<file path="config.mk">
export PLATFORM = sky130hd
export DESIGN_NAME = bounding_box_outline_overlay_top
export DESIGN_NICKNAME = d
export VERILOG_FILES = /design/src/bbo_pkg.sv /design/src/bounding_box_outline_overlay_top.sv /design/src/bbo_box_table.sv /design/src/bbo_box_hit.sv
export SDC_FILE = /design/constraint.sdc
export NUM_CORES = 2
export LEC_CHECK = 0
export ABC_AREA = 1
export BUFFER_PORTS_ARGS = -buffer_cell sky130_fd_sc_hd__buf_2
export CAP_MARGIN = 20
export CELL_PAD_IN_SITES_DETAIL_PLACEMENT = 1
export CELL_PAD_IN_SITES_GLOBAL_PLACEMENT = 1
export CORE_ASPECT_RATIO = 2
export CORE_MARGIN = 2
export CORE_UTILIZATION = 49
export DETAILED_ROUTE_END_ITERATION = 6
export PLACE_DENSITY_LB_ADDON = 0.25
export SLEW_MARGIN = 20
export SYNTH_ARGS = -nofsm -noshare
export SYNTH_HDL_FRONTEND = slang
export SYNTH_SLANG_ARGS = --single-unit
</file>
<file path="constraint.sdc">
create_clock -name clk -period 7.6 [get_ports clk]
set_clock_uncertainty 0.1 [all_clocks]
set_input_delay 0.76 -clock clk [delete_from_list [all_inputs] [get_ports clk]]
set_output_delay 0.76 -clock clk [all_outputs]
set_load 0.02 [all_outputs]
</file>
<file path="src/bbo_pkg.sv">
// ----------------------------------------------------------------------------
// bbo_pkg: shared types and constants of the box outline overlay
// Field widths, item modes, register indexes, box entry type and the
// Q12.4 to integer edge rounding.
// ----------------------------------------------------------------------------
`default_nettype none

package bbo_pkg;

	localparam int COORD_W   = 16;  // Q12.4 box fields
	localparam int SUM_W     = 18;  // x + w + half without overflow
	localparam int EDGE_W    = 14;  // signed integer box edge
	localparam int POS_W     = 12;  // pixel column / row
	localparam int DIM_W     = 13;  // frame size registers
	localparam int PIX_W     = 8;
	localparam int SLOT_W    = 3;
	localparam int CFG_IDX_W = 1;

	localparam logic [SUM_W-1:0]     HALF_Q4          = SUM_W'(8);
	localparam logic [SUM_W-1:0]     TRUNC_BIAS       = SUM_W'(15);
	localparam logic [PIX_W-1:0]     PIX_WHITE        = 8'hFF;
	localparam logic [DIM_W-1:0]     FRAME_WIDTH_RST  = 13'd640;
	localparam logic [DIM_W-1:0]     FRAME_HEIGHT_RST = 13'd480;

	localparam logic [CFG_IDX_W-1:0] CFG_FRAME_WIDTH  = 1'b0;
	localparam logic [CFG_IDX_W-1:0] CFG_FRAME_HEIGHT = 1'b1;

	typedef enum logic [1:0] {
		MODE_CLEAR = 2'd0,
		MODE_LOAD  = 2'd1,
		MODE_PIXEL = 2'd2
	} mode_t;

	typedef struct packed {
		logic signed [EDGE_W-1:0] left;
		logic signed [EDGE_W-1:0] top;
		logic signed [EDGE_W-1:0] right;
		logic signed [EDGE_W-1:0] bottom;
	} box_t;

	typedef struct packed {
		logic [SLOT_W-1:0]         slot;
		logic signed [COORD_W-1:0] x;
		logic signed [COORD_W-1:0] y;
		logic signed [COORD_W-1:0] w;
		logic signed [COORD_W-1:0] h;
	} box_load_t;

	// v already holds the half added; divide by 16 truncating toward zero
	function automatic logic signed [EDGE_W-1:0] round_q4(input logic signed [SUM_W-1:0] v);
		logic signed [SUM_W-1:0] adj;
		logic signed [SUM_W-1:0] q;
		adj = v + (v[SUM_W-1] ? TRUNC_BIAS : '0);
		q   = adj >>> 4;
		return q[EDGE_W-1:0];
	endfunction

endpackage

`default_nettype wire

</file>
<file path="src/bounding_box_outline_overlay_top.sv">
// ----------------------------------------------------------------------------
// bounding_box_outline_overlay_top: box outline overlay on a gray stream
// Holds up to MAX_BOXES boxes and paints their two-pixel outlines white.
// ----------------------------------------------------------------------------
// One beat enters per clock and one result beat leaves per clock while
// out_ready holds high. A beat is captured in the input stage, and from
// there it either updates the box table (clear, load) or runs the compare
// against all boxes in parallel, with the painted pixel landing in the
// output register once that register is free, which raises out_valid.
// The result register decouples the sides, so the input keeps taking
// beats while a result waits, until the input stage itself holds a pixel
// that cannot move. Clear, load and unused mode beats produce no result.
// Box table writes take effect for the very next beat. frame_width and
// frame_height must be written through the cfg port only while the block
// is idle; the block itself does not enforce this. Out-of-frame pixels
// and off-frame boxes are judged against them at pixel time. No clearing
// pass is needed after reset: per-slot valid flags reset directly.
// ----------------------------------------------------------------------------
`default_nettype none

module bounding_box_outline_overlay_top import bbo_pkg::*; #(
	parameter int MAX_BOXES = 8
) (
	input  wire logic                       clk,
	input  wire logic                       arst_n,
	// configuration write port
	input  wire logic                       cfg_we,
	input  wire logic [CFG_IDX_W-1:0]       cfg_index,
	input  wire logic [DIM_W-1:0]           cfg_data,
	// input channel
	input  wire logic                       in_valid,
	output logic                            in_ready,
	input  wire logic [1:0]                 mode,
	input  wire logic [SLOT_W-1:0]          box_slot,
	input  wire logic signed [COORD_W-1:0]  box_x_pos,
	input  wire logic signed [COORD_W-1:0]  box_y_pos,
	input  wire logic signed [COORD_W-1:0]  box_width,
	input  wire logic signed [COORD_W-1:0]  box_height,
	input  wire logic [POS_W-1:0]           pixel_col,
	input  wire logic [POS_W-1:0]           pixel_row,
	input  wire logic [PIX_W-1:0]           pixel_in,
	// output channel
	output logic                            out_valid,
	input  wire logic                       out_ready,
	output logic [PIX_W-1:0]                pixel_out,
	output logic                            on_border
);

	// configuration registers
	logic [DIM_W-1:0] frame_width_q, frame_height_q;

	// input stage
	logic             valid_s1;
	mode_t            mode_s1;
	box_load_t        load_s1;
	logic [POS_W-1:0] col_s1, row_s1;
	logic [PIX_W-1:0] pix_s1;

	// output stage
	logic             valid_s2;
	logic [PIX_W-1:0] pixel_out_s2;
	logic             on_border_s2;

	logic                 s1_is_pixel, s1_adv, s1_fire, out_free;
	logic                 tbl_clear, tbl_load;
	box_t                 boxes [MAX_BOXES];
	logic [MAX_BOXES-1:0] box_valid;
	logic [MAX_BOXES-1:0] lane_hit;
	logic                 hit_any;

	always_ff @(posedge clk or negedge arst_n) begin
		if (!arst_n) begin
			frame_width_q  <= FRAME_WIDTH_RST;
			frame_height_q <= FRAME_HEIGHT_RST;
		end else if (cfg_we) begin
			unique case (cfg_index)
				CFG_FRAME_WIDTH:  frame_width_q  <= cfg_data;
				CFG_FRAME_HEIGHT: frame_height_q <= cfg_data;
				default: ;
			endcase
		end
	end

	// handshake: only a pixel beat can stall, and only on a full output reg
	assign out_free    = !valid_s2 || out_ready;
	assign s1_is_pixel = valid_s1 && (mode_s1 == MODE_PIXEL);
	assign s1_adv      = !s1_is_pixel || out_free;
	assign s1_fire     = valid_s1 && s1_adv;
	assign in_ready    = !valid_s1 || s1_adv;

	always_ff @(posedge clk or negedge arst_n) begin
		if (!arst_n) begin
			valid_s1 <= 1'b0;
		end else if (in_ready) begin
			valid_s1 <= in_valid;
		end
	end

	always_ff @(posedge clk) begin
		if (in_valid && in_ready) begin
			mode_s1      <= mode_t'(mode);
			load_s1.slot <= box_slot;
			load_s1.x    <= box_x_pos;
			load_s1.y    <= box_y_pos;
			load_s1.w    <= box_width;
			load_s1.h    <= box_height;
			col_s1       <= pixel_col;
			row_s1       <= pixel_row;
			pix_s1       <= pixel_in;
		end
	end

	// mode decode; unused mode is consumed with no effect
	always_comb begin
		tbl_clear = 1'b0;
		tbl_load  = 1'b0;
		if (s1_fire) begin
			unique case (mode_s1)
				MODE_CLEAR: tbl_clear = 1'b1;
				MODE_LOAD:  tbl_load  = 1'b1;
				default: ;
			endcase
		end
	end

	bbo_box_table #(
		.MAX_BOXES (MAX_BOXES)
	) u_table (
		.clk     (clk),
		.arst_n  (arst_n),
		.clear   (tbl_clear),
		.load_en (tbl_load),
		.load    (load_s1),
		.boxes   (boxes),
		.valid   (box_valid)
	);

	// one compare lane per box slot
	for (genvar g = 0; g < MAX_BOXES; g++) begin : g_lane
		bbo_box_hit u_hit (
			.box_valid    (box_valid[g]),
			.box          (boxes[g]),
			.col          (col_s1),
			.row          (row_s1),
			.frame_width  (frame_width_q),
			.frame_height (frame_height_q),
			.hit          (lane_hit[g])
		);
	end

	assign hit_any = |lane_hit;

	always_ff @(posedge clk or negedge arst_n) begin
		if (!arst_n) begin
			valid_s2 <= 1'b0;
		end else if (out_free) begin
			valid_s2 <= s1_is_pixel;
		end
	end

	always_ff @(posedge clk) begin
		if (out_free && s1_is_pixel) begin
			pixel_out_s2 <= hit_any ? PIX_WHITE : pix_s1;
			on_border_s2 <= hit_any;
		end
	end

	assign out_valid = valid_s2;
	assign pixel_out = pixel_out_s2;
	assign on_border = on_border_s2;

endmodule

`default_nettype wire

</file>
<file path="src/bbo_box_table.sv">
// ----------------------------------------------------------------------------
// bbo_box_table: box entry storage
// Rounds a loaded Q12.4 box to integer edges and keeps one entry per slot
// with a valid flag; clear drops all flags.
// ----------------------------------------------------------------------------
`default_nettype none

module bbo_box_table import bbo_pkg::*; #(
	parameter int MAX_BOXES = 8
) (
	input  wire logic                 clk,
	input  wire logic                 arst_n,
	input  wire logic                 clear,
	input  wire logic                 load_en,
	input  wire box_load_t            load,
	output box_t                      boxes [MAX_BOXES],
	output logic [MAX_BOXES-1:0]      valid
);

	logic signed [SUM_W-1:0] x_ext, y_ext, w_ext, h_ext;
	logic signed [SUM_W-1:0] left_sum, top_sum, right_sum, bottom_sum;
	box_t                    new_box;
	box_t                    boxes_q [MAX_BOXES];
	logic [MAX_BOXES-1:0]    valid_q;

	assign x_ext = {{(SUM_W-COORD_W){load.x[COORD_W-1]}}, load.x};
	assign y_ext = {{(SUM_W-COORD_W){load.y[COORD_W-1]}}, load.y};
	assign w_ext = {{(SUM_W-COORD_W){load.w[COORD_W-1]}}, load.w};
	assign h_ext = {{(SUM_W-COORD_W){load.h[COORD_W-1]}}, load.h};

	assign left_sum   = x_ext + HALF_Q4;
	assign top_sum    = y_ext + HALF_Q4;
	assign right_sum  = x_ext + w_ext + HALF_Q4;
	assign bottom_sum = y_ext + h_ext + HALF_Q4;

	always_comb begin
		new_box.left   = round_q4(left_sum);
		new_box.top    = round_q4(top_sum);
		new_box.right  = round_q4(right_sum) - EDGE_W'(1);
		new_box.bottom = round_q4(bottom_sum) - EDGE_W'(1);
	end

	// slots at or above MAX_BOXES match no entry and are dropped
	always_ff @(posedge clk or negedge arst_n) begin
		if (!arst_n) begin
			valid_q <= '0;
		end else if (clear) begin
			valid_q <= '0;
		end else if (load_en) begin
			for (int i = 0; i < MAX_BOXES; i++) begin
				if (int'(load.slot) == i) begin
					valid_q[i] <= 1'b1;
				end
			end
		end
	end

	always_ff @(posedge clk) begin
		for (int i = 0; i < MAX_BOXES; i++) begin
			if (load_en && int'(load.slot) == i) begin
				boxes_q[i] <= new_box;
			end
		end
	end

	assign boxes = boxes_q;
	assign valid = valid_q;

endmodule

`default_nettype wire

</file>
<file path="src/bbo_box_hit.sv">
// ----------------------------------------------------------------------------
// bbo_box_hit: outline test of one box
// Flags a pixel on the two-pixel outline of one stored box, clipped to
// the frame.
// ----------------------------------------------------------------------------
`default_nettype none

module bbo_box_hit import bbo_pkg::*; (
	input  wire logic             box_valid,
	input  wire box_t             box,
	input  wire logic [POS_W-1:0] col,
	input  wire logic [POS_W-1:0] row,
	input  wire logic [DIM_W-1:0] frame_width,
	input  wire logic [DIM_W-1:0] frame_height,
	output logic                  hit
);

	localparam int CMP_W = EDGE_W + 1;
	localparam logic signed [CMP_W-1:0] ONE  = CMP_W'(1);
	localparam logic signed [CMP_W-1:0] ZERO = '0;

	logic signed [CMP_W-1:0] c, r, fw, fh, l, t, rt, b;
	logic in_frame, off_frame, in_col, in_row, on_hline, on_vline;

	assign c  = {{(CMP_W-POS_W){1'b0}}, col};
	assign r  = {{(CMP_W-POS_W){1'b0}}, row};
	assign fw = {{(CMP_W-DIM_W){1'b0}}, frame_width};
	assign fh = {{(CMP_W-DIM_W){1'b0}}, frame_height};
	assign l  = {box.left[EDGE_W-1], box.left};
	assign t  = {box.top[EDGE_W-1], box.top};
	assign rt = {box.right[EDGE_W-1], box.right};
	assign b  = {box.bottom[EDGE_W-1], box.bottom};

	assign in_frame  = (c < fw) && (r < fh);
	assign off_frame = (rt < ZERO) || (b < ZERO) || (l >= fw) || (t >= fh);

	// with the pixel inside the frame and the box not off-frame, clamping
	// the spans to the frame changes nothing
	assign in_col   = (c >= l) && (c <= rt);
	assign in_row   = (r >= t) && (r <= b);
	assign on_hline = (r == t) || (r == t + ONE) || (r == b) || (r == b - ONE);
	assign on_vline = (c == l) || (c == l + ONE) || (c == rt) || (c == rt - ONE);

	assign hit = box_valid && in_frame && !off_frame &&
		((in_col && on_hline) || (in_row && on_vline));

endmodule

`default_nettype wire

</file>
==> results.tsv <==
stage	metric	value	unit
placed_design	routabilityCongestion	0.918	
logic_synthesis	ys_ff_latch	594	
placed_design	hpwl	146000	um
worst_setup_path	required	7.82	ns
logic_synthesis	synth_area_leaders	edfxtp_1 32%, ha_1 17%, nand2_1 9.0%	
power	internal-power	0.00626	W
logic_synthesis	synth_nets	7259	
global_routing	grt_max_degree	58	
logic_synthesis	synthDistinctLibCells	73	
logic_synthesis	synthFlopType	edfxtp_1	
power	p_leak	26.2	nW
timing	tightestPinTransition	1.28	ns
timing	report.final.slew_viol_count	0	
die	start_util	0.492	
cts	root_buffer	clkbuf_16	
timing	setup_viol	0	
drt	wl	195000	um
cts	cts_tree	done	
job	maxCapViolations	0	
cts	hold_buffers	0	
drt	vias_per_cell	5.93	
drt	antenna_left	0	
power	p_clk_frac	0.342	
cts	ctsLongestPathBuffers	3	
cts	cts_made_buffers	59	
worst_setup_path	crit_path_max_fanout	11	
worst_setup_path	critPathKind	reg -> reg	
logic_synthesis	ys_seq_area_frac	0.340	
logic_synthesis	avgSynthCellArea	8.06	um2
power	pwr_density_cell	168	mW/mm2
logic_synthesis	synth_common_cells	1243 x nand2_1, 937 x inv_1, 696 x ha_1	
worst_setup_path	start_kind	register	
worst_setup_path	cp_slowest_cell	xor2_1	
timing	tns	0	ns
timing	period_needed	5.79	ns
drt	num_vias	47800	
finish	multiInputGateArea	0.0306	mm2
cts	cts_sinks	594	
logic_synthesis	synth_edf_count	558	
die	fp-row-count	169	
global_routing	grt_pass1_wl	296000	um
timing	whs	0.0953	ns
finish	seq_area	0.0177	mm2
worst_setup_path	cpPeakStageDelay	0.86	ns
finish	nets	7461	
power	pwr-share-comb	0.248	
cts	clk_latency	0.68	ns
drt	drc	0	
die	core	0.106	mm2
logic_synthesis	post-synth-top-count-cell	nand2_1	
global_routing	grt_usage	0.358	
cts	postCtsSetupBuffers	0	
drt	first_iter_violations	3081	
finish	fill_cells	12900	
drt	routedWlPerCell	24.1	um
power	seqPwrFrac	0.410	
worst_setup_path	endpoint_kind	register	
timing	rsz0062_at_grt	no	
cts	clkTransAtPathRegs	0.07	ns
logic_synthesis	netlist_area	0.0519	mm2
power	peakVddDrop	0.000261	V
cts	cts-resized-gates	0	
min_path	hp-class	in -> async	
global_routing	grt_pass1_vias	51400	
placed_design	numPortBuffers	130	
cts	cts_max_level	2	
global_routing	grt_antenna_before_repair	9	
worst_setup_path	cp.arrival	6.01	ns
finish	syn_to_final_growth	9.25	%
timing	fin_crit_sh	0.762	
run_status	status	complete, no violations	
timing	maxSlewHeadroom	0.144	
power	p_sw_frac	0.342	
logic_synthesis	ys_async_sr_fraction	0.0606	
logic_synthesis	postSynthCellCount	6441	
logic_synthesis	netlist.area_leader.share	0.323	
finish	drive_gt1_frac	0.0695	
worst_setup_path	reg2reg_depth	25	
logic_synthesis	yosysTopAreaCell	edfxtp_1	
worst_setup_path	critPathMostFrequentCell	nand2_1	
timing	fmax	173	MHz
die	die_x	234	um
die	die-area	0.109	mm2
global_routing	grt_overflow	0	
die	io_pins	131	
power	p_sw	0.00325	W
drt	firstDrtPassIters	5	
timing	hold_violations	0	
logic_synthesis	yosys_warnings	0	
die	die_h	464	um
==> layer usage <==
metal  wire, um  vias to the layer above  track usage
met5         26                        -            0
met4      13200                        4        0.210
met3      12400                      559       0.0502
met2      93400                     1617        0.607
met1      75500                    23400        0.427
li1           -                    22200            -
==> metrics by stage <==
step,cell area (um2),std cells,setup WS [ns],utilization,power [W]
2_1_floorplan,51900,6441,1.81,-,0.00537
3_3_place_gp,54600,7949,2.26,0.518,0.00611
3_5_place_dp,54600,7949,1.87,0.518,0.00626
4_1_cts,56700,8060,1.82,0.538,0.00950
5_1_grt,56700,8061,1.27,0.538,0.00986
6_report,56700,8063,1.81,0.538,0.00951
==> cell type report <==
cell class	instances	area share
well taps	1368	0.0302
inverters	959	0.0635
flip-flops and latches	594	0.311
clock buffers	70	0.0284
repair buffers	190	0.0194
clock inverters	41	0.00842
diodes	2	0.0000882
multi-input cells	4839	0.539
==> logic make-up (layout without fill, tap and decap cells) <==
kind of cell,after synthesis,in the layout,share of synthesized area
buffers and inverters,1008,1260,0.0735
AO/OA/AOI/OAI,774,774,0.0865
AND/OR/NAND/NOR,2820,2820,0.239
XOR/XNOR,547,547,0.0924
other,0,2,0
flip-flops,594,594,0.340
adder cells (fa/ha/maj),698,698,0.168
==> cell usage in the layout (no fill, tap or decap), drive strengths merged, types with 190 or more instances in the layout <==
| master | netlist | final |
|---|---|---|
| inv | 954 | 960 |
| xor2 | 416 | 416 |
| buf | 22 | 190 |
| nand3 | 448 | 448 |
| ha | 696 | 696 |
| o21ai | 222 | 222 |
| nor2 | 648 | 648 |
| a21oi | 344 | 344 |
| edfxtp | 558 | 558 |
| nand2 | 1298 | 1298 |
==> final timing paths <==
kind	start	to	slack [ns]
worst max-delay path	load_s1[32]	u_table.boxes[175]	1.81
worst min-delay path	arst_n	out_valid	0.1
worst max register to register	load_s1[32]	u_table.boxes[175]	1.81
worst min register to register	frame_height_q[3]	frame_height_q[3]	0.39
max in group asynchronous	arst_n	u_table.valid[4]	6.74
min in group clk	pixel_row[9]	row_s1[9]	0.16
==> critical path, delay by kind of cell, from the launching register on <==
kind                       cells  cell delay (ns)
DFF                            1             0.37
xor gates and xnor gates       1             0.86
buffers and inverters          5             0.47
adders and majority gates      4             1.25
and+or+nand+nor               15             2.39
==> power by group through the flow <==
| stage | Clock, W | Sequential (W) | Combinational, W |
|---|---|---|---|
| final | 0.00326 | 0.00390 | 0.00236 |
| after global placement | 0 | 0.00396 | 0.00214 |
| after detailed placement | 0 | 0.00397 | 0.00229 |
| after CTS | 0.00328 | 0.00390 | 0.00232 |
| after global routing | 0.00337 | 0.00391 | 0.00257 |
| after floorplan | 0 | 0.00396 | 0.00141 |
==> registers in the layout, summed over array words and instances (netlist names), 2 cells and up <==
name and flops:
pixel_out 8, u_table.boxes 448, col_s1 12, mode_s1 2, frame_height_q 13, pix_s1 8, load_s1 67, u_table.valid 8
frame_width_q 13, row_s1 12
(Power assumes the default switching activity.)
